### src/rtl/core/i2cfcl_pkg.sv
// ----------------------------------------------------------------------------
// i2cfcl_pkg
// Shared types and constants of the frame chunk loader.
// ----------------------------------------------------------------------------
package i2cfcl_pkg;

  localparam int unsigned FRAME_BYTES = 192000;
  localparam int unsigned ADDR_W      = 18;
  localparam int unsigned STRIDE_W    = 8;
  localparam logic [STRIDE_W-1:0] STRIDE_RESET = 8'd123;

  localparam logic [7:0] CMD_CHUNK   = 8'h01;
  localparam logic [7:0] CMD_RENDER  = 8'h02;
  localparam logic [7:0] CMD_NOP     = 8'h03;
  localparam logic [7:0] CMD_ADDR    = 8'h04;
  localparam logic [7:0] CMD_RENDBMP = 8'h05;

  localparam logic [1:0] ACT_BYTE   = 2'd0;
  localparam logic [1:0] ACT_STATUS = 2'd1;
  localparam logic [1:0] ACT_DONE   = 2'd2;

  typedef enum logic [2:0] {
    KIND_NONE  = 3'd0,
    KIND_CHUNK = 3'd1,
    KIND_ADDR  = 3'd2
  } kind_t;

  typedef struct packed {
    logic       transaction_start;
    logic [7:0] data;
    logic [1:0] action;
  } item_t;

  typedef struct packed {
    logic [ADDR_W-1:0] received_total;
    logic              bmp_reorder;
    logic              render_pending;
    logic              status_code;
    logic [7:0]        write_data;
    logic [ADDR_W-1:0] write_address;
    logic              write_enable;
  } result_t;

endpackage

### src/rtl/core/i2cfcl_parser.sv
// ----------------------------------------------------------------------------
// i2cfcl_parser
// Transaction parser state and frame-buffer store datapath, one item per take.
// ----------------------------------------------------------------------------
module i2cfcl_parser (
  input  logic                                  clk,
  input  logic                                  rst,
  input  logic                                  take,
  input  i2cfcl_pkg::item_t                     item,
  input  logic [i2cfcl_pkg::STRIDE_W-1:0]       chunk_stride,
  output i2cfcl_pkg::result_t                   result
);

  localparam logic [i2cfcl_pkg::ADDR_W-1:0] FRAME_END = i2cfcl_pkg::ADDR_W'(i2cfcl_pkg::FRAME_BYTES);

  i2cfcl_pkg::kind_t                  command_kind, command_kind_next;
  logic [3:0]                         header_count, header_count_next;
  logic [31:0]                        header_shift, header_shift_next;
  logic [i2cfcl_pkg::ADDR_W-1:0]      write_pointer, write_pointer_next;
  logic                               pointer_in_range, pointer_in_range_next;
  logic [i2cfcl_pkg::ADDR_W-1:0]      highest_written, highest_written_next;
  logic                               render_flag, render_flag_next;
  logic                               reorder_flag, reorder_flag_next;
  logic                               rendering_status, rendering_status_next;

  logic [3:0]                         header_len;
  logic [31:0]                        shift_in;
  logic [i2cfcl_pkg::ADDR_W+i2cfcl_pkg::STRIDE_W-1:0] product;
  logic                               chunk_ok;
  logic                               addr_ok;
  logic [i2cfcl_pkg::ADDR_W-1:0]      pointer_inc;
  logic                               we;

  assign shift_in    = {header_shift[23:0], item.data};
  assign product     = shift_in[i2cfcl_pkg::ADDR_W-1:0] * chunk_stride;
  assign chunk_ok    = (chunk_stride == '0) ||
                       ((shift_in[31:i2cfcl_pkg::ADDR_W] == '0) &&
                        (product < (i2cfcl_pkg::ADDR_W+i2cfcl_pkg::STRIDE_W)'(i2cfcl_pkg::FRAME_BYTES)));
  assign addr_ok     = shift_in < 32'(i2cfcl_pkg::FRAME_BYTES);
  assign pointer_inc = write_pointer + 1'b1;

  always_comb begin
    unique case (command_kind)
      i2cfcl_pkg::KIND_CHUNK: header_len = 4'd4;
      i2cfcl_pkg::KIND_ADDR:  header_len = 4'd8;
      default:                header_len = 4'd0;
    endcase
  end

  always_comb begin
    command_kind_next     = command_kind;
    header_count_next     = header_count;
    header_shift_next     = header_shift;
    write_pointer_next    = write_pointer;
    pointer_in_range_next = pointer_in_range;
    highest_written_next  = highest_written;
    render_flag_next      = render_flag;
    reorder_flag_next     = reorder_flag;
    rendering_status_next = rendering_status;
    we                    = 1'b0;

    if (item.action == i2cfcl_pkg::ACT_BYTE) begin
      if (item.transaction_start) begin
        command_kind_next     = i2cfcl_pkg::KIND_NONE;
        header_count_next     = '0;
        header_shift_next     = '0;
        write_pointer_next    = '0;
        pointer_in_range_next = 1'b0;
        unique case (item.data)
          i2cfcl_pkg::CMD_CHUNK: command_kind_next = i2cfcl_pkg::KIND_CHUNK;
          i2cfcl_pkg::CMD_ADDR:  command_kind_next = i2cfcl_pkg::KIND_ADDR;
          i2cfcl_pkg::CMD_RENDER: begin
            render_flag_next  = 1'b1;
            reorder_flag_next = 1'b0;
          end
          i2cfcl_pkg::CMD_RENDBMP: begin
            render_flag_next      = 1'b1;
            reorder_flag_next     = 1'b1;
            rendering_status_next = 1'b1;
          end
          default: ;
        endcase
      end else if (command_kind != i2cfcl_pkg::KIND_NONE) begin
        if (header_count < header_len) begin
          header_shift_next = shift_in;
          header_count_next = header_count + 1'b1;
          if (header_count == 4'd3) begin
            if (command_kind == i2cfcl_pkg::KIND_CHUNK) begin
              pointer_in_range_next = chunk_ok;
              write_pointer_next    = chunk_ok ? product[i2cfcl_pkg::ADDR_W-1:0] : '0;
            end else begin
              pointer_in_range_next = addr_ok;
              write_pointer_next    = addr_ok ? shift_in[i2cfcl_pkg::ADDR_W-1:0] : '0;
            end
          end
        end else if (pointer_in_range) begin
          we                 = 1'b1;
          write_pointer_next = pointer_inc;
          if (pointer_inc > highest_written) begin
            highest_written_next = pointer_inc;
          end
          if (pointer_inc >= FRAME_END) begin
            pointer_in_range_next = 1'b0;
          end
        end
      end
    end else if (item.action == i2cfcl_pkg::ACT_DONE) begin
      render_flag_next      = 1'b0;
      reorder_flag_next     = 1'b0;
      rendering_status_next = 1'b0;
    end
  end

  always_comb begin
    result.write_enable   = we;
    result.write_address  = we ? write_pointer : '0;
    result.write_data     = we ? item.data : '0;
    result.status_code    = rendering_status_next;
    result.render_pending = render_flag_next;
    result.bmp_reorder    = reorder_flag_next;
    result.received_total = highest_written_next;
  end

  always_ff @(posedge clk) begin
    if (rst) begin
      command_kind     <= i2cfcl_pkg::KIND_NONE;
      header_count     <= '0;
      header_shift     <= '0;
      write_pointer    <= '0;
      pointer_in_range <= 1'b0;
      highest_written  <= '0;
      render_flag      <= 1'b0;
      reorder_flag     <= 1'b0;
      rendering_status <= 1'b0;
    end else if (take) begin
      command_kind     <= command_kind_next;
      header_count     <= header_count_next;
      header_shift     <= header_shift_next;
      write_pointer    <= write_pointer_next;
      pointer_in_range <= pointer_in_range_next;
      highest_written  <= highest_written_next;
      render_flag      <= render_flag_next;
      reorder_flag     <= reorder_flag_next;
      rendering_status <= rendering_status_next;
    end
  end

endmodule

### src/rtl/core/i2c_frame_chunk_loader.sv
// ----------------------------------------------------------------------------
// i2c_frame_chunk_loader
// Parses received I2C write bytes into frame-buffer byte stores.
// ----------------------------------------------------------------------------
// Usage:
//   The slave stream carries one item per received event: s_tdata is the
//   byte, s_tuser holds the action and the transaction-start flag. Every
//   accepted item yields exactly one item on the master stream with the
//   store request (enable, address, byte) and the current status flags and
//   received total.
//   An accepted item passes through the input register, then the parser
//   pass into the output register that drives m_tvalid.
//   Throughput: one item per cycle while the receiver does not stall; the
//   parser state updates in a single pass per item, so bytes may follow
//   back to back. When the receiver stalls, the output register holds its
//   item and s_tready drops once the input register also holds one.
//   Reset clears the parser state, the flags, the received total and the
//   valid bits of both pipeline registers; chunk_stride returns to 123.
//   The APB port holds chunk_stride at address 0; write it only while idle.
// ----------------------------------------------------------------------------
module i2c_frame_chunk_loader (
  input  logic        clk,
  input  logic        rst,
  input  logic        s_tvalid,
  output logic        s_tready,
  input  logic [7:0]  s_tdata,   // [7:0] data
  input  logic [2:0]  s_tuser,   // [1:0] action, [2] transaction_start
  output logic        m_tvalid,
  input  logic        m_tready,
  output logic [47:0] m_tdata,   // [0] write_enable, [18:1] write_address,
                                 // [26:19] write_data, [27] status_code,
                                 // [28] render_pending, [29] bmp_reorder,
                                 // [47:30] received_total
  input  logic        psel,
  input  logic        penable,
  input  logic        pwrite,
  input  logic [2:0]  paddr,
  input  logic [31:0] pwdata,
  output logic [31:0] prdata,
  output logic        pready
);

  logic                                in_valid;
  i2cfcl_pkg::item_t                   in_item;
  logic                                advance;
  logic [i2cfcl_pkg::STRIDE_W-1:0]     chunk_stride;
  i2cfcl_pkg::result_t                 result;

  assign pready   = 1'b1;
  assign advance  = in_valid && (!m_tvalid || m_tready);
  assign s_tready = !in_valid || advance;
  assign prdata   = paddr[2] ? '0 : {{(32-i2cfcl_pkg::STRIDE_W){1'b0}}, chunk_stride};

  always_ff @(posedge clk) begin
    if (rst) begin
      chunk_stride <= i2cfcl_pkg::STRIDE_RESET;
    end else if (psel && penable && pwrite && !paddr[2]) begin
      chunk_stride <= pwdata[i2cfcl_pkg::STRIDE_W-1:0];
    end
  end

  always_ff @(posedge clk) begin
    if (rst) begin
      in_valid <= 1'b0;
    end else if (s_tready) begin
      in_valid <= s_tvalid;
    end
  end

  always_ff @(posedge clk) begin
    if (s_tvalid && s_tready) begin
      in_item.action            <= s_tuser[1:0];
      in_item.transaction_start <= s_tuser[2];
      in_item.data              <= s_tdata;
    end
  end

  i2cfcl_parser u_parser (
    .clk          (clk),
    .rst          (rst),
    .take         (advance),
    .item         (in_item),
    .chunk_stride (chunk_stride),
    .result       (result)
  );

  always_ff @(posedge clk) begin
    if (rst) begin
      m_tvalid <= 1'b0;
    end else if (advance) begin
      m_tvalid <= 1'b1;
    end else if (m_tready) begin
      m_tvalid <= 1'b0;
    end
  end

  always_ff @(posedge clk) begin
    if (advance) begin
      m_tdata <= result;
    end
  end

endmodule

### config.mk
export PLATFORM = sky130hd
export DESIGN_NAME = i2c_frame_chunk_loader
export DESIGN_NICKNAME = d
export VERILOG_FILES = /design/src/rtl/core/i2cfcl_pkg.sv /design/src/rtl/core/i2cfcl_parser.sv /design/src/rtl/core/i2c_frame_chunk_loader.sv
export SDC_FILE = /design/constraint.sdc
export NUM_CORES = 1
export LEC_CHECK = 0
export ABC_AREA = 0
export BUFFER_PORTS_ARGS = -buffer_cell sky130_fd_sc_hd__buf_4
export CAP_MARGIN = 20
export CORE_MARGIN = 5
export CORE_UTILIZATION = 60
export CTS_BUF_LIST = sky130_fd_sc_hd__clkbuf_4
export DETAILED_ROUTE_END_ITERATION = 10
export PLACE_DENSITY = 0.82
export SLEW_MARGIN = 25
export SYNTH_ARGS = -nofsm -noshare
export SYNTH_HDL_FRONTEND = slang
export SYNTH_HIERARCHICAL = 1
export SYNTH_SLANG_ARGS = --single-unit
### constraint.sdc
create_clock -name clk -period 6.4 [get_ports clk]
set_input_delay 0.96 -clock clk [delete_from_list [all_inputs] [get_ports clk]]
set_output_delay 0.96 -clock clk [all_outputs]
set_load 0.03 [all_outputs]
==> flow_summary.json <==
{
  "swShare_pct": 37.6,
  "critPathMaxStageDelay_ns": 0.63,
  "ys.warnings.count": 6,
  "synthSimpleGateAreaFrac_pct": 19.0,
  "die_x_um": 150,
  "p_leak_nw": 5.60,
  "avgViaCountPerCell": 5.78,
  "io_pins": 136,
  "slew_viol_final": 0,
  "rsz0062_at_grt": "false",
  "cp_slowest_cell": "dfxtp_1",
  "postSynthAreaPerCell_sq_um": 9.09,
  "arrival_ns": 6.56,
  "antenna_found_initial": 1,
  "gp_congestion": 0.935,
  "path_class": "flop to flop",
  "grt_pass1_vias": 9153,
  "critPathMostFrequentCell": "fa_1",
  "period_share_pct": 95.5,
  "synth_xor_area_share_pct": 2.68,
  "synthMuxAreaShare_pct": 3.11,
  "drv_cap": 0,
  "drtIter0Drc": 878,
  "insertion_delay_ns": 0.57,
  "die_area_sq_mm": 0.0225,
  "grt_pass1_wl_um": 45800,
  "drive_above_1_share_pct": 15.3,
  "ys_seq_area_share_pct": 28.7,
  "synth-main-ff-cell": "dfxtp_1",
  "drcViolationCount": 0,
  "core-area_sq_mm": 0.0194,
  "dr_total_vias": 9382,
  "relSlewSlack_pct": 26.5,
  "grt_max_degree": 89,
  "p_comb_share_pct": 38.1,
  "cts_buffer_depth": 2,
  "hold_buffers": 0,
  "min_path_type": "flop to flop",
  "area_delta_synth_final_pct": 9.38,
  "synthAdderAreaFrac_pct": 23.6,
  "hold_viol_final": 0,
  "nFillCells": 1588,
  "die_h_um": 150,
  "path_cells": "buf_4 -> and2_1 -> fa_1 -> fa_1 -> fa_1 -> inv_1 -> fa_1 -> inv_1 -> ha_1 -> nand2_1 -> nor2_1 -> a221oi_2 -> a21oi_1 -> or3_1 -> a2111o_1 -> nor4_4 -> buf_12 -> o21ai_0 -> a221oi_1",
  "startpoint_type": "flop",
  "start_util_pct": 60.6,
  "required_ns": 6.85,
  "netlist_area_sq_mm": 0.0117,
  "synth_top_family_by_area": "adder cells",
  "cts.clk_slew.worst_paths_ns": 0.12,
  "seqPwrFrac_pct": 36.2,
  "setup_viol": 0,
  "first_pass_iters": 7,
  "cp_top_family": "adder cells",
  "max_freq_ghz": 0.164,
  "async_flop_share_pct": 0,
  "cts_buffers": 17,
  "power.total_mw": 2.65,
  "grt_usage_pct": 25.6,
  "crit_fanout": 19,
  "clockPowerShare_pct": 25.6,
  "clock_skew_ns": 0.0300,
  "portBuffers": 84,
  "core.rowCount": 51,
  "cp-end-kind": "flop",
  "routedWlPerCell_um": 17.6,
  "cts_max_level": 4,
  "synth-compound-area-share_pct": 13.5,
  "cts_tree": "built",
  "p_per_area_mw_per_mm2": 206,
  "grt.overflow.total": 0,
  "switchingPower_uw": 996,
  "vdd_drop_max_v": 0.000144,
  "dp_hpwl_um": 20900,
  "num-nets-final": 1560,
  "p_int_mw": 1.65,
  "finalWorstPathRequiredPeriod_ns": 6.11,
  "wl_um": 28600,
  "status": "completed",
  "synth_cell_types": 66,
  "ys_ff_latch": 139,
  "tightest_slew_ns": 1.10,
  "synth_cells": 1292,
  "ant_nets": 0,
  "cts_root_buf": "clkbuf_4",
  "synth_edf_count": 59,
  "setup_tns_ns": 0,
  "crit_buf_inv": 4,
  "numClockSinks": 139
}
## state kept, by name, summed over array words and instances (netlist names), 2 cells and up
register and cells:
m_tdata 48, u_parser/header_shift 24, u_parser/highest_written 18, u_parser/write_pointer 18, in_item 11, chunk_stride 8
u_parser/header_count 4, u_parser/command_kind 2
## power by group through the flow
stage / combinational [mW] / clock (mW) / sequential, mW
3_3_place_gp: 0.969 / 0 / 0.978
6_report: 1.01 / 0.679 / 0.959
4_1_cts: 0.997 / 0.692 / 0.959
3_5_place_dp: 0.990 / 0 / 0.979
2_1_floorplan: 0.766 / 0 / 0.991
5_1_grt: 1.12 / 0.728 / 0.961
## Yosys cell counts, types with 3 or more instances
master / n / share of area [%]
a211oi_2: 9 / 0.96
o21ai_1: 3 / 0.13
a311oi_1: 9 / 0.67
nor3_1: 33 / 1.4
xor2_1: 13 / 0.97
xnor2_1: 23 / 1.7
nor2_1: 80 / 2.6
o21a_1: 11 / 0.70
a21oi_1: 68 / 2.9
a22oi_1: 26 / 1.7
and3_1: 9 / 0.48
o211ai_1: 6 / 0.38
nand2b_1: 9 / 0.48
a21o_1: 8 / 0.51
o21ai_0: 30 / 1.3
a21boi_0: 4 / 0.26
nand3_1: 18 / 0.77
and2_1: 122 / 6.5
o21ai_2: 8 / 0.60
ha_1: 68 / 7.2
buf_6: 4 / 0.38
fa_1: 96 / 16
nor2b_1: 6 / 0.32
edfxtp_1: 59 / 15
nor4_1: 11 / 0.59
nand4_1: 16 / 0.85
a31oi_1: 4 / 0.21
nand2_1: 117 / 3.7
buf_4: 29 / 1.9
mux2i_1: 14 / 1.2
a211oi_1: 9 / 0.58
dfxtp_1: 80 / 14
buf_2: 4 / 0.17
inv_1: 146 / 4.7
and2b_2: 8 / 0.60
o221ai_1: 4 / 0.30
clkbuf_1: 68 / 2.2
mux2_2: 20 / 1.9
## cells in the final DEF (no fill, tap or decap), drive strengths merged, types with 4 or more instances in the layout
cell    netlist  layout
nand2       117     117
and2b         8       8
nor4         12      12
o211ai        8       8
o21ai        41      41
nand3        18      18
conb          2      25
a21boi        4       4
and2        122     122
clkbuf       69      17
fa           96      96
a211oi       18      18
a221oi        4       4
mux2         20      20
bufinv        0       4
edfxtp       59      59
xnor2        23      23
ha           68      68
a311oi        9       9
o21a         11      11
o221ai        4       4
nor2b         6       6
nor3         33      33
a21oi        70      70
a22oi        26      26
and3          9       9
nand2b        9       9
mux2i        14      14
a31oi         4       4
nand4        16      16
buf          39     117
xor2         13      13
dfxtp        80      80
nor2         80      80
a21o          8       8
inv         146     155
## stage by stage
step / instances / area (sq um) / setup slack [ns] / utilization, % / hold slack, ns
after CTS: 1619 / 12800 / 0.298 / 66.1 / 0.470
final: 1623 / 12900 / 0.291 / 66.2 / 0.465
after floorplan: 1315 / 11800 / 0.658 / - / 0.434
after detailed placement: 1587 / 12500 / 0.334 / 64.4 / 0.454
after global routing: 1623 / 12900 / 0.0136 / 66.2 / 0.512
after global placement: 1587 / 12500 / 0.481 / 64.4 / 0.443
## worst paths after layout
kind / depth (start not counted) / startpoint / to / slack [ns]
max: 19 / chunk_stride[4] / u_parser/write_pointer[7] / 0.29
min: 2 / in_valid / m_tvalid / 0.47
max reg2reg: 19 / chunk_stride[4] / u_parser/write_pointer[7] / 0.29
min reg2reg: 2 / in_valid / m_tvalid / 0.47
## area by class of cell
class	instances	area [sq um]	area share, %
clock inverters	15	208	1.62
multi-input cells	922	7360	57.3
clock buffers	17	128	0.993
well taps	265	332	2.58
flip-flops and latches	139	3380	26.3
repair buffers	117	891	6.93
diodes	2	5.00	0.0389
inverters	146	548	4.26
## worst reg2reg max path: stages, from the launching register on
cell      delay [ns]
dfxtp_1         0.63
buf_4           0.27
and2_1          0.18
fa_1            0.41
fa_1            0.48
fa_1            0.54
inv_1           0.06
fa_1            0.54
inv_1           0.04
ha_1            0.39
nand2_1         0.17
nor2_1          0.09
a221oi_2        0.35
a21oi_1         0.13
or3_1           0.32
a2111o_1        0.46
nor4_4          0.31
buf_12          0.21
o21ai_0         0.12
a221oi_1        0.31
## cell families (layout without fill, tap and decap cells)
family / count (synthesis) / count (layout)
multiplexers: 34 / 34
XOR/XNOR: 36 / 36
adder cells (fa/ha/maj): 164 / 164
buffers and inverters: 254 / 295
other: 2 / 27
AND/OR/NAND/NOR: 438 / 438
AO/OA/AOI/OAI: 225 / 225
flip-flops: 139 / 139
## timing repair
item,in CTS,in global routing
gates resized for setup,0,2
setup endpoints to repair,0,3
buffers inserted,0,2
## routing by layer
metal	track usage, %	vias up	wire length [um]
li1	-	4377	-
met1	33.4	4589	12000
met2	42.1	347	13600
met3	5.72	69	2160
met4	9.10	0	871
met5	0	-	0
Note: power is estimated with default switching activity, not from simulation.
